--- src/rtl/iids_pkg.sv ---
// Shared types and constants for the indexed insert/delete stack.
package iids_pkg;

    localparam int DEPTH_DEF = 16;
    localparam int WORD_W    = 32;
    localparam int POS_W     = 5;
    localparam int CNT_OUT_W = 5;
    localparam int KIND_W    = 2;
    localparam int STAT_W    = 2;

    typedef enum logic [KIND_W-1:0] {
        REQ_PUSH   = 2'd0,
        REQ_POP    = 2'd1,
        REQ_INSERT = 2'd2,
        REQ_DELETE = 2'd3
    } t_req;

    typedef enum logic [STAT_W-1:0] {
        STAT_OK    = 2'd0,
        STAT_FULL  = 2'd1,
        STAT_EMPTY = 2'd2,
        STAT_RANGE = 2'd3
    } t_status;

    typedef enum logic [3:0] {
        ST_IDLE,
        ST_CHECK,
        ST_DEL_RD,
        ST_DEL_WAIT,
        ST_SH_RD,
        ST_SH_WR,
        ST_INS_WR,
        ST_DEL_END,
        ST_TOP_RD,
        ST_TOP_WAIT,
        ST_DONE
    } t_state;

endpackage

--- src/rtl/iids_ram.sv ---
// Generic single-clock RAM: one write port, one read port with registered data.
module iids_ram #(
    parameter int WIDTH = iids_pkg::WORD_W,
    parameter int DEPTH = iids_pkg::DEPTH_DEF
) (
    input  logic                     i_clk,
    input  logic                     i_wr_en,
    input  logic [$clog2(DEPTH)-1:0] i_wr_addr,
    input  logic [WIDTH-1:0]         i_wr_data,
    input  logic                     i_rd_en,
    input  logic [$clog2(DEPTH)-1:0] i_rd_addr,
    output logic [WIDTH-1:0]         o_rd_data
);

    logic [WIDTH-1:0] r_mem [DEPTH];
    logic [WIDTH-1:0] r_rd_data;

    // write port
    always_ff @(posedge i_clk) begin
        if (i_wr_en) begin
            r_mem[i_wr_addr] <= i_wr_data;
        end
    end

    // registered read port
    always_ff @(posedge i_clk) begin
        if (i_rd_en) begin
            r_rd_data <= r_mem[i_rd_addr];
        end
    end

    assign o_rd_data = r_rd_data;

endmodule

--- src/rtl/indexed_insert_delete_stack.sv ---
// Indexed insert/delete stack: bounded stack in RAM with positional insert and delete.
// One request at a time. A refused request goes from its check straight to the top read;
// a push or insert shifts entries up (one read and one write each), then writes the word;
// a pop or delete reads the removed entry, shifts entries down, lowers the count; no top read if empty.
// The next request is taken the cycle after the result loads; a held result stalls it.
// Reset (synchronous, active low) empties the stack; RAM contents are not cleared.
module indexed_insert_delete_stack #(
    parameter int DEPTH = iids_pkg::DEPTH_DEF
) (
    input  logic        i_clk,
    input  logic        i_rst_n,
    // request stream
    input  logic        i_s_axis_tvalid,
    output logic        o_s_axis_tready,
    input  logic [39:0] i_s_axis_tdata,   // [31:0] write_value, [36:32] position, zero pad
    input  logic [1:0]  i_s_axis_tuser,   // [1:0] req_type
    // result stream
    output logic        o_m_axis_tvalid,
    input  logic        i_m_axis_tready,
    output logic [71:0] o_m_axis_tdata,   // [31:0] removed_value, [63:32] top_value,
                                          // [68:64] entry_count, zero pad
    output logic [1:0]  o_m_axis_tuser    // [1:0] status
);

    localparam int AW   = $clog2(DEPTH);
    localparam int CW   = $clog2(DEPTH + 1);
    localparam int CW1  = CW + 1;
    localparam int CMPW = ((CW > iids_pkg::POS_W) ? CW : iids_pkg::POS_W) + 1;
    localparam int WW   = iids_pkg::WORD_W;

    // control state
    iids_pkg::t_state r_state, n_state;
    logic [CW-1:0]    r_count, n_count;
    logic             r_o_valid, n_o_valid;

    // request and work registers
    iids_pkg::t_req    r_kind, n_kind;
    logic [WW-1:0]     r_word, n_word;
    logic [iids_pkg::POS_W-1:0] r_pos, n_pos;
    logic [AW-1:0]     r_slot, n_slot;
    logic [AW-1:0]     r_idx, n_idx;
    logic              r_ins, n_ins;
    iids_pkg::t_status r_status, n_status;
    logic [WW-1:0]     r_removed, n_removed;
    logic [WW-1:0]     r_top, n_top;

    // result registers
    iids_pkg::t_status r_o_status, n_o_status;
    logic [WW-1:0]     r_o_removed, n_o_removed;
    logic [WW-1:0]     r_o_top, n_o_top;
    logic [iids_pkg::CNT_OUT_W-1:0] r_o_count, n_o_count;

    // RAM port signals
    logic          w_wr_en;
    logic [AW-1:0] w_wr_addr;
    logic [WW-1:0] w_wr_data;
    logic          w_rd_en;
    logic [AW-1:0] w_rd_addr;
    logic [WW-1:0] w_rd_data;

    logic              w_in_xfer;
    logic              w_out_free;
    iids_pkg::t_status w_status;
    logic [AW-1:0]     w_slot;
    logic              w_ins;
    logic              w_full;
    logic              w_empty;
    logic [CMPW-1:0]   w_pos_c;
    logic [CMPW-1:0]   w_cnt_c;
    logic [AW-1:0]     w_step;
    logic              w_more_ins;
    logic              w_more_del;
    logic              w_first_del;

    assign w_in_xfer  = i_s_axis_tvalid && o_s_axis_tready;
    assign w_out_free = !r_o_valid || i_m_axis_tready;

    // entry storage
    iids_ram #(
        .WIDTH (WW),
        .DEPTH (DEPTH)
    ) u_ram (
        .i_clk     (i_clk),
        .i_wr_en   (w_wr_en),
        .i_wr_addr (w_wr_addr),
        .i_wr_data (w_wr_data),
        .i_rd_en   (w_rd_en),
        .i_rd_addr (w_rd_addr),
        .o_rd_data (w_rd_data)
    );

    // classify the request and pick the target slot
    assign w_full  = (r_count == CW'(DEPTH));
    assign w_empty = (r_count == '0);
    assign w_pos_c = CMPW'(r_pos);
    assign w_cnt_c = CMPW'(r_count);

    always_comb begin
        w_status = iids_pkg::STAT_OK;
        w_slot   = '0;
        w_ins    = 1'b0;
        case (r_kind)
            iids_pkg::REQ_PUSH: begin
                w_ins  = 1'b1;
                w_slot = AW'(r_count);
                if (w_full) begin
                    w_status = iids_pkg::STAT_FULL;
                end
            end
            iids_pkg::REQ_POP: begin
                w_slot = AW'(r_count - 1'b1);
                if (w_empty) begin
                    w_status = iids_pkg::STAT_EMPTY;
                end
            end
            iids_pkg::REQ_INSERT: begin
                w_ins  = 1'b1;
                w_slot = AW'(r_pos - 1'b1);
                if (w_full) begin
                    w_status = iids_pkg::STAT_FULL;
                end else if (r_pos == '0 || w_pos_c > (w_cnt_c + 1'b1)) begin
                    w_status = iids_pkg::STAT_RANGE;
                end
            end
            default: begin
                w_slot = AW'(r_pos - 1'b1);
                if (w_empty) begin
                    w_status = iids_pkg::STAT_EMPTY;
                end else if (r_pos == '0 || w_pos_c > w_cnt_c) begin
                    w_status = iids_pkg::STAT_RANGE;
                end
            end
        endcase
    end

    // shared index stepper: down for insert, up for delete
    assign w_step      = r_ins ? (r_idx - 1'b1) : (r_idx + 1'b1);
    assign w_more_ins  = (w_step > r_slot);
    assign w_more_del  = ((CW1'(w_step) + 1'b1) < CW1'(r_count));
    assign w_first_del = ((CW1'(r_idx) + 1'b1) < CW1'(r_count));

    // next state
    always_comb begin
        n_state = r_state;
        case (r_state)
            iids_pkg::ST_IDLE: begin
                if (w_in_xfer) begin
                    n_state = iids_pkg::ST_CHECK;
                end
            end
            iids_pkg::ST_CHECK: begin
                if (w_status != iids_pkg::STAT_OK) begin
                    n_state = iids_pkg::ST_TOP_RD;
                end else if (w_ins) begin
                    n_state = (CW'(w_slot) < r_count) ? iids_pkg::ST_SH_RD
                                                       : iids_pkg::ST_INS_WR;
                end else begin
                    n_state = iids_pkg::ST_DEL_RD;
                end
            end
            iids_pkg::ST_DEL_RD:   n_state = iids_pkg::ST_DEL_WAIT;
            iids_pkg::ST_DEL_WAIT: begin
                n_state = w_first_del ? iids_pkg::ST_SH_RD : iids_pkg::ST_DEL_END;
            end
            iids_pkg::ST_SH_RD:    n_state = iids_pkg::ST_SH_WR;
            iids_pkg::ST_SH_WR: begin
                if (r_ins) begin
                    n_state = w_more_ins ? iids_pkg::ST_SH_RD : iids_pkg::ST_INS_WR;
                end else begin
                    n_state = w_more_del ? iids_pkg::ST_SH_RD : iids_pkg::ST_DEL_END;
                end
            end
            iids_pkg::ST_INS_WR:   n_state = iids_pkg::ST_TOP_RD;
            iids_pkg::ST_DEL_END:  n_state = iids_pkg::ST_TOP_RD;
            iids_pkg::ST_TOP_RD: begin
                n_state = w_empty ? iids_pkg::ST_DONE : iids_pkg::ST_TOP_WAIT;
            end
            iids_pkg::ST_TOP_WAIT: n_state = iids_pkg::ST_DONE;
            iids_pkg::ST_DONE: begin
                if (w_out_free) begin
                    n_state = iids_pkg::ST_IDLE;
                end
            end
            default:               n_state = iids_pkg::ST_IDLE;
        endcase
    end

    // datapath, RAM controls and result register loads
    always_comb begin
        n_count     = r_count;
        n_kind      = r_kind;
        n_word      = r_word;
        n_pos       = r_pos;
        n_slot      = r_slot;
        n_idx       = r_idx;
        n_ins       = r_ins;
        n_status    = r_status;
        n_removed   = r_removed;
        n_top       = r_top;
        n_o_valid   = r_o_valid;
        n_o_status  = r_o_status;
        n_o_removed = r_o_removed;
        n_o_top     = r_o_top;
        n_o_count   = r_o_count;
        w_wr_en     = 1'b0;
        w_wr_addr   = r_idx;
        w_wr_data   = w_rd_data;
        w_rd_en     = 1'b0;
        w_rd_addr   = w_step;

        // drop a delivered result
        if (r_o_valid && i_m_axis_tready) begin
            n_o_valid = 1'b0;
        end

        case (r_state)
            iids_pkg::ST_IDLE: begin
                if (w_in_xfer) begin
                    n_kind    = iids_pkg::t_req'(i_s_axis_tuser[1:0]);
                    n_word    = i_s_axis_tdata[31:0];
                    n_pos     = i_s_axis_tdata[36:32];
                    n_removed = '0;
                end
            end
            iids_pkg::ST_CHECK: begin
                n_status = w_status;
                n_slot   = w_slot;
                n_ins    = w_ins;
                n_idx    = w_ins ? AW'(r_count) : w_slot;
            end
            iids_pkg::ST_DEL_RD: begin
                w_rd_en   = 1'b1;
                w_rd_addr = r_slot;
            end
            iids_pkg::ST_DEL_WAIT: begin
                n_removed = w_rd_data;
            end
            iids_pkg::ST_SH_RD: begin
                w_rd_en   = 1'b1;
                w_rd_addr = w_step;
            end
            iids_pkg::ST_SH_WR: begin
                w_wr_en   = 1'b1;
                w_wr_addr = r_idx;
                w_wr_data = w_rd_data;
                n_idx     = w_step;
            end
            iids_pkg::ST_INS_WR: begin
                w_wr_en   = 1'b1;
                w_wr_addr = r_slot;
                w_wr_data = r_word;
                n_count   = r_count + 1'b1;
            end
            iids_pkg::ST_DEL_END: begin
                n_count = r_count - 1'b1;
            end
            iids_pkg::ST_TOP_RD: begin
                if (w_empty) begin
                    n_top = '0;
                end else begin
                    w_rd_en   = 1'b1;
                    w_rd_addr = AW'(r_count - 1'b1);
                end
            end
            iids_pkg::ST_TOP_WAIT: begin
                n_top = w_rd_data;
            end
            iids_pkg::ST_DONE: begin
                if (w_out_free) begin
                    n_o_valid   = 1'b1;
                    n_o_status  = r_status;
                    n_o_removed = r_removed;
                    n_o_top     = r_top;
                    n_o_count   = iids_pkg::CNT_OUT_W'(r_count);
                end
            end
            default: begin
            end
        endcase
    end

    // control registers
    always_ff @(posedge i_clk) begin
        if (!i_rst_n) begin
            r_state   <= iids_pkg::ST_IDLE;
            r_count   <= '0;
            r_o_valid <= 1'b0;
        end else begin
            r_state   <= n_state;
            r_count   <= n_count;
            r_o_valid <= n_o_valid;
        end
    end

    // payload registers
    always_ff @(posedge i_clk) begin
        r_kind      <= n_kind;
        r_word      <= n_word;
        r_pos       <= n_pos;
        r_slot      <= n_slot;
        r_idx       <= n_idx;
        r_ins       <= n_ins;
        r_status    <= n_status;
        r_removed   <= n_removed;
        r_top       <= n_top;
        r_o_status  <= n_o_status;
        r_o_removed <= n_o_removed;
        r_o_top     <= n_o_top;
        r_o_count   <= n_o_count;
    end

    // ports
    assign o_s_axis_tready = (r_state == iids_pkg::ST_IDLE);
    assign o_m_axis_tvalid = r_o_valid;
    assign o_m_axis_tuser  = r_o_status;
    assign o_m_axis_tdata  = {3'b000, r_o_count, r_o_top, r_o_removed};

    // the count never passes the capacity
    a_count_bound: assert property (@(posedge i_clk) disable iff (!i_rst_n)
        r_count <= CW'(DEPTH))
        else $error("entry count above capacity");

    // an accepted request always starts its check in the next cycle
    a_accept_check: assert property (@(posedge i_clk) disable iff (!i_rst_n)
        w_in_xfer |=> (r_state == iids_pkg::ST_CHECK))
        else $error("accepted request did not enter check");

    // the count moves by at most one per request
    a_count_step: assert property (@(posedge i_clk) disable iff (!i_rst_n)
        (r_count != $past(r_count)) |->
            ((r_count == $past(r_count) + 1'b1) || (r_count == $past(r_count) - 1'b1)))
        else $error("entry count jumped");

    // no RAM write while idle or reporting
    a_no_idle_write: assert property (@(posedge i_clk) disable iff (!i_rst_n)
        ((r_state == iids_pkg::ST_IDLE) || (r_state == iids_pkg::ST_DONE)) |-> !w_wr_en)
        else $error("RAM write outside a request");

endmodule
--- config.mk ---
export PLATFORM = sky130hd
export DESIGN_NAME = indexed_insert_delete_stack
export DESIGN_NICKNAME = d
export VERILOG_FILES = /design/src/rtl/iids_pkg.sv /design/src/rtl/iids_ram.sv /design/src/rtl/indexed_insert_delete_stack.sv
export SDC_FILE = /design/constraint.sdc
export NUM_CORES = 1
export LEC_CHECK = 0
export BUFFER_PORTS_ARGS = -buffer_cell sky130_fd_sc_hd__buf_4
export CORE_MARGIN = 2
export CORE_UTILIZATION = 65
export DETAILED_ROUTE_END_ITERATION = 16
export GPL_TIMING_DRIVEN = 0
export PLACE_DENSITY = 0.83
export SLEW_MARGIN = 20
export SYNTH_ARGS = -nofsm -noshare
export SYNTH_HDL_FRONTEND = slang
export SYNTH_HIERARCHICAL = 1
export SYNTH_SLANG_ARGS = --single-unit
export TNS_END_PERCENT = 1
--- constraint.sdc ---
create_clock -name i_clk -period 12.36 [get_ports i_clk]
set_clock_uncertainty 0.2 [all_clocks]
set_input_delay 1.236 -clock i_clk [delete_from_list [all_inputs] [get_ports i_clk]]
set_output_delay 1.236 -clock i_clk [all_outputs]
set_load 0.02 [all_outputs]
==> impl_metrics.prom <==
# TYPE chip_impl_metric gauge
chip_impl_metric{name="global_route.overflow_total",unit=""} 0
chip_impl_metric{name="place.port_buffers",unit=""} 115
chip_impl_info{name="crit_type",value="reg2reg"} 1
chip_impl_metric{name="syn_to_final_growth",unit="%"} 16.5
chip_impl_metric{name="required",unit="ns"} 12.50
chip_impl_metric{name="clk-insertion-delay-late",unit="ns"} 0.62
chip_impl_info{name="crit_path_start_kind",value="flip-flop"} 1
chip_impl_info{name="synth_ff_type",value="edfxtp_1"} 1
chip_impl_info{name="outcome",value="complete, no violations"} 1
chip_impl_metric{name="final_hold_viol_count",unit=""} 0
chip_impl_metric{name="largest_net_degree_at_the_start_of_global_routing",unit=""} 23
chip_impl_info{name="crit-reg2reg-capture",value="u_ram/o_rd_data[8]"} 1
chip_impl_metric{name="post_cts_resized",unit=""} 0
chip_impl_metric{name="worstPathBufferInverterCount",unit=""} 4
chip_impl_metric{name="register_area",unit="sq um"} 22100
chip_impl_info{name="hold_end",value="r_o_top[7]"} 1
chip_impl_metric{name="die_h",unit="um"} 214
chip_impl_info{name="grt_most_used_layer",value="met2"} 1
chip_impl_metric{name="gr-usage-met2",unit="%"} 55.1
chip_impl_metric{name="firstDrtPassIters",unit=""} 5
chip_impl_info{name="worstSetupEndpointType",value="flip-flop"} 1
chip_impl_info{name="timing.critical_path.slowest_stage_cell",value="buf_1"} 1
chip_impl_metric{name="post_synth_inst_count",unit=""} 1416
chip_impl_metric{name="worst_setup_timing_slack_at_the_placement_stage",unit="ns"} 7.68
chip_impl_metric{name="post-cts-setup-buffer-count",unit=""} 0
chip_impl_info{name="timing.critical_path.max_delay_family",value="buffers and inverters"} 1
chip_impl_metric{name="holdBufCountCts",unit=""} 0
chip_impl_metric{name="detail_route.vias_per_cell",unit=""} 6.67
chip_impl_metric{name="fin_crit_sh",unit="%"} 39.4
chip_impl_metric{name="first_global_vias",unit=""} 15700
chip_impl_metric{name="synth_cell_types",unit=""} 55
chip_impl_metric{name="flip_flop_and_latch_count_after_synthesis",unit=""} 739
chip_impl_info{name="rsz0062_at_grt",value="no"} 1
chip_impl_metric{name="p_total",unit="W"} 0.00868
chip_impl_metric{name="clk_path_buf_depth",unit=""} 3
chip_impl_metric{name="timing.slew.headroom",unit="%"} 31.4
chip_impl_metric{name="multiInputGateArea",unit="sq um"} 6200
chip_impl_metric{name="grt_first_pass_wirelength",unit="mm"} 104
chip_impl_metric{name="layout-drive-gt1-share",unit="%"} 28.0
chip_impl_metric{name="design.final.nets",unit=""} 1728
chip_impl_metric{name="boundaryPins",unit=""} 122
chip_impl_info{name="tritoncts",value="built"} 1
chip_impl_metric{name="period_minus_slack",unit="ns"} 4.87
chip_impl_metric{name="synthArstFlopShare",unit="%"} 0
chip_impl_metric{name="timing.critical_path.fanout_max",unit=""} 10
chip_impl_metric{name="vias",unit=""} 15300
chip_impl_metric{name="groute.layer.met3.usage",unit="%"} 8.36
chip_impl_info{name="cts_root_buffer",value="clkbuf_16"} 1
chip_impl_metric{name="max_cap_violations",unit=""} 0
chip_impl_metric{name="avgSynthCellArea",unit="sq um"} 20.2
chip_impl_metric{name="global_route.usage.total",unit="%"} 32.6
chip_impl_metric{name="h-tree-depth",unit=""} 3
chip_impl_metric{name="routed_wirelength",unit="mm"} 71.7
chip_impl_metric{name="path_depth",unit=""} 14
chip_impl_metric{name="rows",unit=""} 76
chip_impl_metric{name="setup-violations-final",unit=""} 0
chip_impl_metric{name="synth-edff-count",unit=""} 729
chip_impl_metric{name="number_of_buffers_created_by_cts",unit=""} 72
chip_impl_metric{name="postRouteAntennaNets",unit=""} 0
chip_impl_metric{name="n_fill_cell",unit=""} 2133
chip_impl_metric{name="globalRouteMet1Util",unit="%"} 40.2
chip_impl_metric{name="weighted_congestion_reported_at_the_end_of_routability_driven_placement",unit=""} 0.949
chip_impl_metric{name="drt_drc_violations_left",unit=""} 0
chip_impl_metric{name="vdd_drop_max",unit="mV"} 0.142
chip_impl_metric{name="worst_path_largest_cell_delay",unit="ns"} 0.71
chip_impl_metric{name="synth_warn",unit=""} 6
chip_impl_metric{name="synth_seq_area_share",unit="%"} 77.4
chip_impl_metric{name="initial_antenna_violation_count",unit=""} 3
chip_impl_metric{name="cts.sinks",unit=""} 739
chip_impl_metric{name="die-width",unit="um"} 214
chip_impl_info{name="min_path_type",value="reg2reg"} 1
chip_impl_metric{name="worst_hold_path.num_cells",unit=""} 0
chip_impl_metric{name="coreArea",unit="sq um"} 43300
chip_impl_info{name="crit_path_cell_trace",value="buf_2, inv_1, ha_1, nand2b_1, nor3_1, nor2_1, nand2_1, o21ai_1, o221ai_1, buf_2, buf_1, mux4_2, a22oi_1, nand2_1"} 1
chip_impl_metric{name="tns",unit="ns"} 0
chip_impl_metric{name="initial_utilization",unit="%"} 66.0
chip_impl_metric{name="die_area",unit="sq um"} 45600
chip_impl_metric{name="drt-initial-drc-count",unit=""} 2090
chip_impl_metric{name="pwr_density_cell",unit="nW/um^2"} 261
chip_impl_info{name="rr_startpoint",value="r_count[0]"} 1
chip_impl_info{name="holdCritStartpoint",value="r_top[7]"} 1
chip_impl_metric{name="setup.reg_to_reg.worst_slack",unit="ns"} 7.49
chip_impl_metric{name="setup_ws",unit="ns"} 7.49
chip_impl_metric{name="synth_area",unit="sq um"} 28600
chip_impl_metric{name="timing.final.max_slew_violations",unit=""} 0
chip_impl_metric{name="wl_per_cell",unit="um"} 31.3
chip_impl_metric{name="fmax",unit="MHz"} 205
chip_impl_metric{name="worst_setup_hold_path_clk_slew",unit="ns"} 0.09
chip_impl_metric{name="p_leak",unit="nW"} 11.1
chip_impl_metric{name="dp.final_hpwl",unit="mm"} 41.7
chip_impl_metric{name="wp_data_arrival",unit="ns"} 5.01
chip_impl_metric{name="timing_worst_slew_pin_value",unit="ns"} 1.02
chip_impl_metric{name="worst_r2r_path_depth",unit=""} 14
[cell families (layout without fill, tap and decap cells)]
kind of cell,after synthesis,in the layout,synth area share [%]
buf+inv,91,376,1.43
simple gates,226,226,4.17
other cells,1,5,0.0131
mux,166,166,11.6
flops,739,739,77.4
xor+xnor,18,18,0.552
compound gates,142,142,3.43
fa+ha+maj,33,33,1.47
[per-stage QoR]
step / hold slack (ns) / instance area [sq um] / instances / util (%)
2_1_floorplan: 0.200 / 28600 / 1418 / -
3_3_place_gp: 0.201 / 30200 / 2118 / 69.7
3_5_place_dp: 0.205 / 30900 / 2160 / 71.5
4_1_cts: 0.204 / 33300 / 2288 / 76.9
5_1_grt: 0.212 / 33300 / 2288 / 76.9
6_report: 0.202 / 33300 / 2290 / 76.9
[placed cells by master (no fill, tap or decap), types with 8 or more instances in the layout]
cell type,instances
clkbuf_1,43
clkbuf_16,74
buf_2,15
nand3_1,15
buf_16,13
mux4_2,128
nand2_1,60
a21oi_1,16
clkinv_2,10
a22oi_1,64
nor2_1,20
dfxtp_1,10
ha_1,32
buf_4,149
clkinv_1,15
inv_1,19
nor2_4,12
bufinv_16,8
nand2b_1,11
buf_1,10
and2_1,68
mux2_2,35
o21ai_0,24
nor3_1,8
edfxtp_1,729
xnor2_1,12
[worst register-to-register path, delay by kind of cell, from the launching register on]
| kind | cells | cell delay [ns] |
|---|---|---|
| AO/OA/AOI/OAI | 3 | 0.85 |
| adder cells (fa/ha/maj) | 1 | 0.27 |
| buffers and inverters | 4 | 1.61 |
| flip-flops | 1 | 0.39 |
| multiplexers | 1 | 0.44 |
| AND/OR/NAND/NOR | 5 | 0.87 |
[metal layers]
metal,part of all wire (%),vias up
met2,51,1146
li1,-,6193
met1,34,7734
met3,11,203
met4,4.1,4
met5,0.042,-
[layout make-up]
cell class              instances  share of cell area, %
multi-input cells             588                   18.6
plain buffers                  69                  0.982
inverters                      22                  0.248
clock buffers                  87                   5.74
diodes                          2                 0.0150
well taps                     585                   2.20
repair buffers                157                   4.50
clock inverters                41                   1.27
flip-flops and latches        739                   66.4
[Yosys cell counts, types with 2 or more instances]
cell type    n  share of area, %
a21boi_0     3             0.079
a21o_1       4              0.11
a21oi_1     16              0.28
a221oi_1     2             0.061
a22oi_1     64               1.7
a31oi_1      4             0.088
a41oi_1      2             0.061
and2_1      68               1.5
and2b_1      2             0.053
and3_1       4             0.088
buf_1       10              0.13
buf_2       15              0.26
buf_4       13              0.34
clkbuf_1    31              0.41
dfxtp_1     10              0.70
edfxtp_1   729                77
ha_1        32               1.4
inv_1       21              0.28
mux2_2      35               1.4
mux2i_1      3              0.11
mux4_2     128                10
nand2_1     60              0.79
nand2b_1    11              0.24
nand3_1     15              0.26
nand3b_1     2             0.053
nand4_1      3             0.066
nor2_1      32              0.42
nor2b_1      6              0.13
nor3_1      14              0.25
o211a_1      2             0.070
o211ai_1     2             0.053
o21a_1       4              0.11
o21ai_0     25              0.44
o21ai_1      2             0.035
o221ai_1     3             0.092
o31ai_1      2             0.053
or3_1        3             0.066
xnor2_1     12              0.37
xor2_1       6              0.18
[worst max-delay path by stage]
stage                         start                  end
finish                   r_count[0]   u_ram/o_rd_data[8]
global route             r_count[0]   u_ram/o_rd_data[8]
CTS                      r_count[0]  u_ram/o_rd_data[14]
detailed placement       r_count[0]  u_ram/o_rd_data[23]
global placement    i_m_axis_tready       r_o_removed[7]
floorplan           i_m_axis_tready    o_m_axis_tuser[0]
[power by group]
part / leakage (nW) / internal, W / switching (W)
Sequential: 6.71 / 0.00339 / 0.000199
Combinational: 3.26 / 0.00106 / 0.00184
Clock: 1.14 / 0.00127 / 0.000929
Total: 11.1 / 0.00572 / 0.00296
[sequential cells by signal, indices dropped and copies added (netlist names), 32 cells and up]
register	cells
r_o_top	32
r_word	32
r_top	32
u_ram/r_mem	512
r_o_removed	32
r_removed	32
u_ram/o_rd_data	32
Power figures use the tool's default switching activity.
